### src/hdl/tbsr_pkg.sv
`default_nettype none

package tbsr_pkg;

	localparam int POS_W  = 32;
	localparam int BYTE_W = 8;
	localparam int CNT_W  = 7;

	localparam logic [CNT_W-1:0] CAP_RESET = 7'd64;

	// sequencer states, one-hot
	typedef enum logic [6:0] {
		S_IDLE  = 7'b0000001,
		S_STORE = 7'b0000010,
		S_SWEEP = 7'b0000100,
		S_SCAN  = 7'b0001000,
		S_READ  = 7'b0010000,
		S_LOAD  = 7'b0100000,
		S_EMPTY = 7'b1000000
	} seq_state_t;

endpackage

`default_nettype wire

### src/hdl/tcp_byte_stream_reassembler.sv
// TCP byte stream reassembler.
// Input channel (in_valid / in_stall): one item per handshake, a byte with its
// absolute 32-bit position, or a bare end mark. The block takes one item at a
// time; in_stall is high from the cycle after acceptance until the last result
// of that item has been loaded into the output register.
// Output channel (res_valid / res_stall): one registered stage. Each item gives
// one result per in-order byte released, or a single empty result
// (out_valid low) when nothing is released; last_of_run marks the final one.
// Config channel (cfg_valid / cfg_ready): writes window_capacity; always ready.
// Steps per item: accept, store, an optional end-mark sweep over the slots
// from the new end to the end of the window, run scan, then a read and one
// byte per cycle while res_stall is low (each load overlaps the read of the
// next byte). An item that releases nothing passes store, the optional sweep,
// scan and the empty state before its result is loaded; the next item can be
// taken once it is. The scan and the registered read of the byte memory set the pace.
// A stalled receiver simply holds the output register; the drain waits.
// Reset clears all held marks, counts, end state and sets window_capacity to
// 64; the byte memory itself is not cleared (held marks guard every read).
`default_nettype none

module tcp_byte_stream_reassembler #(
	parameter int WINDOW = 64
) (
	input  wire  logic                         clk,
	input  wire  logic                         arst_n,
	// config
	input  wire  logic                         cfg_valid,
	output logic                               cfg_ready,
	input  wire  logic [tbsr_pkg::CNT_W-1:0]   window_capacity,
	// input items
	input  wire  logic                         in_valid,
	output logic                               in_stall,
	input  wire  logic [tbsr_pkg::POS_W-1:0]   position,
	input  wire  logic [tbsr_pkg::BYTE_W-1:0]  byte_value,
	input  wire  logic                         carries_byte,
	input  wire  logic                         ends_stream,
	input  wire  logic [tbsr_pkg::CNT_W-1:0]   downstream_fill,
	// result items
	output logic                               res_valid,
	input  wire  logic                         res_stall,
	output logic                               out_valid,
	output logic [tbsr_pkg::BYTE_W-1:0]        out_byte,
	output logic                               last_of_run,
	output logic                               stream_finished,
	output logic [tbsr_pkg::CNT_W-1:0]         pending_count
);
	import tbsr_pkg::*;

	localparam int SLOT_W = $clog2(WINDOW);
	localparam logic [CNT_W-1:0]  WIN_C     = CNT_W'(WINDOW);
	localparam logic [SLOT_W-1:0] LAST_SLOT = SLOT_W'(WINDOW - 1);

	function automatic logic [SLOT_W-1:0] slot_add(input logic [SLOT_W-1:0] base,
			input logic [CNT_W-1:0] ofs);
		logic [CNT_W:0] sum;
		sum = (CNT_W+1)'(base) + (CNT_W+1)'(ofs);
		if (sum >= (CNT_W+1)'(WINDOW)) begin
			sum = sum - (CNT_W+1)'(WINDOW);
		end
		return sum[SLOT_W-1:0];
	endfunction

	function automatic logic [SLOT_W-1:0] slot_inc(input logic [SLOT_W-1:0] s);
		return (s == LAST_SLOT) ? '0 : s + 1'b1;
	endfunction

	seq_state_t state_q;

	// architectural state
	logic [CNT_W-1:0]  cap_q;
	logic [POS_W-1:0]  next_q;
	logic [SLOT_W-1:0] head_q;
	logic [WINDOW-1:0] marks_q;
	logic [CNT_W-1:0]  held_q;
	logic              end_known_q;
	logic [POS_W-1:0]  end_pos_q;

	// captured item
	logic [POS_W-1:0]  pos_q;
	logic [BYTE_W-1:0] byte_q;
	logic              carries_q;
	logic              ends_q;
	logic [CNT_W-1:0]  room_q;

	// sweep / scan / drain
	logic [CNT_W-1:0]  sw_k_q;
	logic [SLOT_W-1:0] sw_slot_q;
	logic [CNT_W-1:0]  scan_n_q;
	logic [SLOT_W-1:0] scan_slot_q;
	logic [CNT_W-1:0]  left_q;
	logic              step_fin_q;
	logic [CNT_W-1:0]  step_pend_q;

	// output register
	logic              res_valid_q;
	logic              out_valid_q;
	logic [BYTE_W-1:0] out_byte_q;
	logic              last_q;
	logic              fin_q;
	logic [CNT_W-1:0]  pend_q;

	// byte memory
	logic [BYTE_W-1:0] mem [WINDOW];
	logic [BYTE_W-1:0] rd_q;
	logic              rd_en;
	logic [SLOT_W-1:0] rd_addr;
	logic              wr_en;
	logic [SLOT_W-1:0] wr_addr;

	logic in_take;
	logic out_free;

	// accept-cycle terms
	logic [CNT_W-1:0] cap_eff;
	logic [CNT_W-1:0] room_in;
	logic [POS_W-1:0] end_dist;
	logic [POS_W-1:0] end_new;

	// store-cycle terms
	logic [POS_W-1:0]  off;
	logic [POS_W-1:0]  lim;
	logic              off_in_room;
	logic              store_ok;
	logic [SLOT_W-1:0] st_slot;
	logic              lim_small;

	// scan terms
	logic scan_go;

	assign cfg_ready = 1'b1;
	assign in_stall  = (state_q != S_IDLE);
	assign in_take   = in_valid && !in_stall;
	assign out_free  = !res_valid_q || !res_stall;

	assign cap_eff = (cap_q < WIN_C) ? cap_q : WIN_C;
	assign room_in = (downstream_fill < cap_eff) ? cap_eff - downstream_fill : '0;

	// end position; a mark behind the reader collapses onto next_q
	assign end_dist = position + POS_W'(carries_byte) - next_q;
	assign end_new  = end_dist[POS_W-1] ? next_q : position + POS_W'(carries_byte);

	assign off         = pos_q - next_q;
	assign lim         = end_pos_q - next_q;
	assign off_in_room = (off[POS_W-1:CNT_W] == '0) && (off[CNT_W-1:0] < room_q);
	assign store_ok    = carries_q && off_in_room && !(end_known_q && off >= lim);
	assign st_slot     = slot_add(head_q, off[CNT_W-1:0]);
	assign lim_small   = (lim[POS_W-1:CNT_W] == '0) && (lim[CNT_W-1:0] < WIN_C);

	assign scan_go = (scan_n_q < room_q) && marks_q[scan_slot_q];

	assign wr_en   = (state_q == S_STORE) && store_ok && !marks_q[st_slot];
	assign wr_addr = st_slot;

	assign rd_en   = (state_q == S_READ) ||
		((state_q == S_LOAD) && out_free && (left_q != CNT_W'(1)));
	assign rd_addr = (state_q == S_READ) ? head_q : slot_inc(head_q);

	// store and drain never share a cycle, so no bypass is needed
	always_ff @(posedge clk) begin
		if (wr_en) begin
			mem[wr_addr] <= byte_q;
		end
	end

	always_ff @(posedge clk) begin
		if (rd_en) begin
			rd_q <= mem[rd_addr];
		end
	end

	// captured item and step bookkeeping (no reset needed)
	always_ff @(posedge clk) begin
		if (in_take) begin
			pos_q       <= position;
			byte_q      <= byte_value;
			carries_q   <= carries_byte;
			ends_q      <= ends_stream;
			room_q      <= room_in;
			scan_n_q    <= '0;
			scan_slot_q <= head_q;
		end
		if (state_q == S_STORE) begin
			sw_k_q    <= lim[CNT_W-1:0];
			sw_slot_q <= slot_add(head_q, lim[CNT_W-1:0]);
		end
		if (state_q == S_SWEEP) begin
			sw_k_q    <= sw_k_q + 1'b1;
			sw_slot_q <= slot_inc(sw_slot_q);
		end
		if (state_q == S_SCAN) begin
			if (scan_go) begin
				scan_n_q    <= scan_n_q + 1'b1;
				scan_slot_q <= slot_inc(scan_slot_q);
			end else begin
				left_q      <= scan_n_q;
				step_pend_q <= held_q - scan_n_q;
				step_fin_q  <= end_known_q && (next_q + POS_W'(scan_n_q) == end_pos_q);
			end
		end
		if ((state_q == S_LOAD) && out_free) begin
			left_q <= left_q - 1'b1;
		end
	end

	// control and architectural state
	always_ff @(posedge clk or negedge arst_n) begin
		if (!arst_n) begin
			state_q     <= S_IDLE;
			cap_q       <= CAP_RESET;
			next_q      <= '0;
			head_q      <= '0;
			marks_q     <= '0;
			held_q      <= '0;
			end_known_q <= 1'b0;
			end_pos_q   <= '0;
		end else begin
			if (cfg_valid && cfg_ready) begin
				cap_q <= window_capacity;
			end
			unique case (state_q)
				S_IDLE: begin
					if (in_take) begin
						if (ends_stream) begin
							end_known_q <= 1'b1;
							end_pos_q   <= end_new;
						end
						state_q <= S_STORE;
					end
				end
				S_STORE: begin
					if (wr_en) begin
						marks_q[st_slot] <= 1'b1;
						held_q           <= held_q + 1'b1;
					end
					// bytes stored here lie below the end, so the sweep never hits them
					state_q <= (ends_q && lim_small) ? S_SWEEP : S_SCAN;
				end
				S_SWEEP: begin
					// drop held bytes at or beyond the new end
					if (marks_q[sw_slot_q]) begin
						marks_q[sw_slot_q] <= 1'b0;
						held_q             <= held_q - 1'b1;
					end
					if (sw_k_q == WIN_C - 1'b1) begin
						state_q <= S_SCAN;
					end
				end
				S_SCAN: begin
					// run length; held bytes never reach past the end position
					if (!scan_go) begin
						state_q <= (scan_n_q == '0) ? S_EMPTY : S_READ;
					end
				end
				S_READ: begin
					state_q <= S_LOAD;
				end
				S_LOAD: begin
					if (out_free) begin
						marks_q[head_q] <= 1'b0;
						held_q          <= held_q - 1'b1;
						next_q          <= next_q + 1'b1;
						head_q          <= slot_inc(head_q);
						if (left_q == CNT_W'(1)) begin
							state_q <= S_IDLE;
						end
					end
				end
				S_EMPTY: begin
					if (out_free) begin
						state_q <= S_IDLE;
					end
				end
				default: begin
					state_q <= S_IDLE;
				end
			endcase
		end
	end

	// output register
	always_ff @(posedge clk or negedge arst_n) begin
		if (!arst_n) begin
			res_valid_q <= 1'b0;
		end else if (((state_q == S_LOAD) || (state_q == S_EMPTY)) && out_free) begin
			res_valid_q <= 1'b1;
		end else if (!res_stall) begin
			res_valid_q <= 1'b0;
		end
	end

	always_ff @(posedge clk) begin
		if (out_free) begin
			if (state_q == S_LOAD) begin
				out_valid_q <= 1'b1;
				out_byte_q  <= rd_q;
				last_q      <= (left_q == CNT_W'(1));
				fin_q       <= step_fin_q;
				pend_q      <= step_pend_q;
			end else if (state_q == S_EMPTY) begin
				out_valid_q <= 1'b0;
				out_byte_q  <= '0;
				last_q      <= 1'b1;
				fin_q       <= step_fin_q;
				pend_q      <= step_pend_q;
			end
		end
	end

	assign res_valid       = res_valid_q;
	assign out_valid       = out_valid_q;
	assign out_byte        = out_byte_q;
	assign last_of_run     = last_q;
	assign stream_finished = fin_q;
	assign pending_count   = pend_q;

endmodule

`default_nettype wire

### config.mk
export PLATFORM = sky130hd
export DESIGN_NAME = tcp_byte_stream_reassembler
export DESIGN_NICKNAME = d
export VERILOG_FILES = /design/src/hdl/tbsr_pkg.sv /design/src/hdl/tcp_byte_stream_reassembler.sv
export SDC_FILE = /design/constraint.sdc
export NUM_CORES = 1
export LEC_CHECK = 0
export BUFFER_PORTS_ARGS = -buffer_cell sky130_fd_sc_hd__buf_4
export CORE_MARGIN = 2
export CORE_UTILIZATION = 45
export DETAILED_ROUTE_END_ITERATION = 6
export SYNTH_ARGS = -nofsm -noshare
export SYNTH_HDL_FRONTEND = slang
export SYNTH_SLANG_ARGS = --single-unit
### constraint.sdc
create_clock -name clk -period 14.5 [get_ports clk]
set_clock_uncertainty 0.15 [all_clocks]
set_input_delay 1.45 -clock clk [delete_from_list [all_inputs] [get_ports clk]]
set_output_delay 1.45 -clock clk [all_outputs]
set_load 0.01 [all_outputs]
==> out/results.ini <==
[global_routing]
grt_start_max_net_pins = 97
grt_pass1_wl_um = 185000
grt_use_total_pct = 25.1
overflow = 0
grt_pass1_vias = 29400
antenna_found_initial = 3

[timing]
fin_crit_ns = 7.63
final.setup.tns_ns = 0
holdWs_ns = 0.263
finalHoldViolCount = 0
slew_viol_final = 0
fmax_ghz = 0.131
worstMarginPinSlew_ns = 1.31
rsz0062_at_grt = no
slew_headroom_pct = 12.5
setup_viol = 0
fin_crit_sh_pct = 52.6

[setup_path]
cpMostUsedCell = a21oi_1
r2r_slack_ns = 6.87
crit_buf_inv = 2
cp_slowest_cell = nor2_1
startpoint = next_q[2]
path_cells = inv_1 -> ha_1 -> a21oi_1 -> a21oi_1 -> o2111ai_1 -> a21oi_1 -> a21o_1 -> and4_1 -> a2111oi_2 -> xor2_1 -> ha_1 -> nand4_1 -> nor2_1 -> a211o_1 -> a21oi_1 -> o2111ai_1 -> nor4_1 -> nand3b_1 -> nor4_1 -> and4b_1 -> buf_4 -> nand2_1 -> nor2_1
endpoint_kind = flip-flop
critical_path_arrival_ns = 7.77
regToRegEndpoint = mem[54][2]
rr_startpoint = next_q[2]
path_class = flip-flop to flip-flop
cp-endpoint = mem[54][2]
cp_max_fo = 40
path_delay_family = simple AND/OR/NAND/NOR gates
critPathLaunchType = flip-flop
max_stage_delay_ns = 0.67
path_depth = 23
reg2reg_depth = 23
worst_ep_required_time_ns = 14.64

[floorplan]
coreArea_um2 = 94600
die-area_um2 = 97400
die_w_um = 312
start_util_pct = 45.2
rows = 113
die_h_um = 312
top_level_ports = 82

[final_layout]
layout.nets = 3781
area_growth_pct = 11.4
final_common_cell = edfxtp_1
drive_above_1_share_pct = 14.6
fin_util_pct = 50.3
antenna_cells = 0
final_cell_mix = 615 x edfxtp_1, 324 x nand2_1, 221 x a21oi_1, 192 x nor2_1, 182 x ha_1

[clocking]
cts_buffer_depth = 3
cts_resized = 0
post_cts_buffers = 0
clock_latency_ns = 0.67
clock-root-buffer = clkbuf_16
cts_tree = built
cts-hold-fix-buffers = 0
clkTransAtPathRegs_ns = 0.06
h-tree-depth = 3
cts_sinks = 785
cts_made_buffers = 87

[run_status]
status = finished clean

[logic_synthesis]
synth_fp_nets = 3742
synth_top_area_share_pct = 43.2
yosysSeqAreaShare_pct = 53.0
syn_area_um2 = 42700
async_flop_share_pct = 20.0
synth_warnings = 0
synth_edf_count = 615
synth.avg_cell_area_um2 = 12.2
synth_top_area_cell = edfxtp_1
synthCells = 3491
ys_seq_elements = 785
yosysUniqueCellTypes = 97
ys.flop_type = edfxtp_1
synthTopCellsByArea = edfxtp_1 43%, dfrtp_1 9.1%, mux4_2 8.9%

[flow_run]
maxCapViolCount = 0

[drt]
wl_per_cell_um = 25.3
vias = 29700
drtAntennaViolNets = 0
firstDrtPassIters = 7
drc = 0
wl_um = 123000
drt_iter0_markers = 3162
vias_per_cell = 6.10

[power_and_ir_drop]
leakagePower_uw = 0.0174
power_density_nw_per_um2 = 160
peakVddDrop_v = 0.000124

[placed_design]
globalplace.congestion = 0.984
dp_hpwl_um = 84200
numPortBuffers = 80

[hold_path]
hold_class = flip-flop to flip-flop
worstHoldStart = step_pend_q[4]

[kinds of logic after synthesis]
| kind of cell | after synthesis | synth area share [%] |
|---|---|---|
| adder cells (fa/ha/maj) | 190 | 5.71 |
| AO/OA/AOI/OAI | 751 | 11.3 |
| multiplexers | 273 | 11.6 |
| AND/OR/NAND/NOR | 969 | 11.0 |
| other | 1 | 0.00878 |
| XOR/XNOR | 197 | 4.06 |
| flip-flops | 785 | 53.0 |
| buffers and inverters | 325 | 3.25 |
[through the flow]
stage | instance area (um2) | total power, uW | setup WS (ns) | instances
3_3_place_gp | 44600 | 5250 | 7.02 | 4706
6_report | 47600 | 7610 | 6.87 | 4867
5_1_grt | 47600 | 7970 | 6.33 | 4867
2_1_floorplan | 42700 | 4510 | 8.78 | 3491
4_1_cts | 47600 | 7620 | 6.94 | 4867
3_5_place_dp | 44600 | 5260 | 6.97 | 4706
[worst min path at each step]
stage / to / slack, ns / depth (start not counted)
global placement: pending_count[4] / 0.25 / 0
floorplan: pending_count[0] / 0.25 / 0
finish: pending_count[4] / 0.26 / 0
global route: pending_count[4] / 0.27 / 0
CTS: pending_count[4] / 0.26 / 0
detailed placement: pending_count[4] / 0.25 / 0
[worst register-to-register path, stage by stage, from the launching register on]
cell and delay (ns):
dfrtp_1 0.46, inv_1 0.13, ha_1 0.36, a21oi_1 0.31, a21oi_1 0.18, o2111ai_1 0.28
a21oi_1 0.21, a21o_1 0.24, and4_1 0.22, a2111oi_2 0.39, xor2_1 0.33, ha_1 0.31
nand4_1 0.18, nor2_1 0.07, a211o_1 0.27, a21oi_1 0.33, o2111ai_1 0.16, nor4_1 0.36
nand3b_1 0.14, nor4_1 0.28, and4b_1 0.22, buf_4 0.49, nand2_1 0.52, nor2_1 0.68
[state kept, by name (all words and copies together), names as in the netlist, 8 cells and up]
signal,flops
pos_q,32
byte_q,8
marks_q,64
mem,512
next_q,32
end_pos_q,32
rd_q,8
out_byte,8
[power by group]
part,total (uW),leakage [uW],switching (uW),internal [uW]
registers,2920,0.00755,211,2710
logic,2340,0.00841,1450,889
clock network,2350,0.00147,957,1390
[layer usage]
layer | track usage, % | part of all wire, %
met1 | 33.3 | 41
met5 | 0 | 0.022
met4 | 12.1 | 5.3
met2 | 40.5 | 47
met3 | 3.78 | 6.6
[cell usage after synthesis, drive strengths merged, types with 8 or more instances]
library cell,number
nand3,96
dfrtp,155
nor4b,8
mux2i,60
or3,18
dfxtp,13
inv,145
nand4,40
nand2b,28
a21o,57
clkbuf,112
nand3b,8
and3,36
nor2b,34
a311oi,20
o21a,12
o2111ai,17
a221oi,10
fa,8
a22oi,46
nand2,325
a31oi,58
nor3,56
and2,70
o31ai,8
o21ai,148
a21boi,11
edfxtp,615
a21oi,225
a2111oi,8
xnor2,131
nor2,192
buf,65
xor2,66
nor4,20
mux4,168
ha,182
o211ai,18
mux2,45
a211oi,57
o21bai,8
[area by class of cell]
cell class                 count  area [um2]
timing repair buffer         127         970
tap                         1265        1580
clock buffer                 104        2250
clock inverter                57         792
inverter                     148         556
fill                        8207       47000
multi-input combinational   2381       18800
sequential                   785       22700
(Power assumes the default switching activity.)
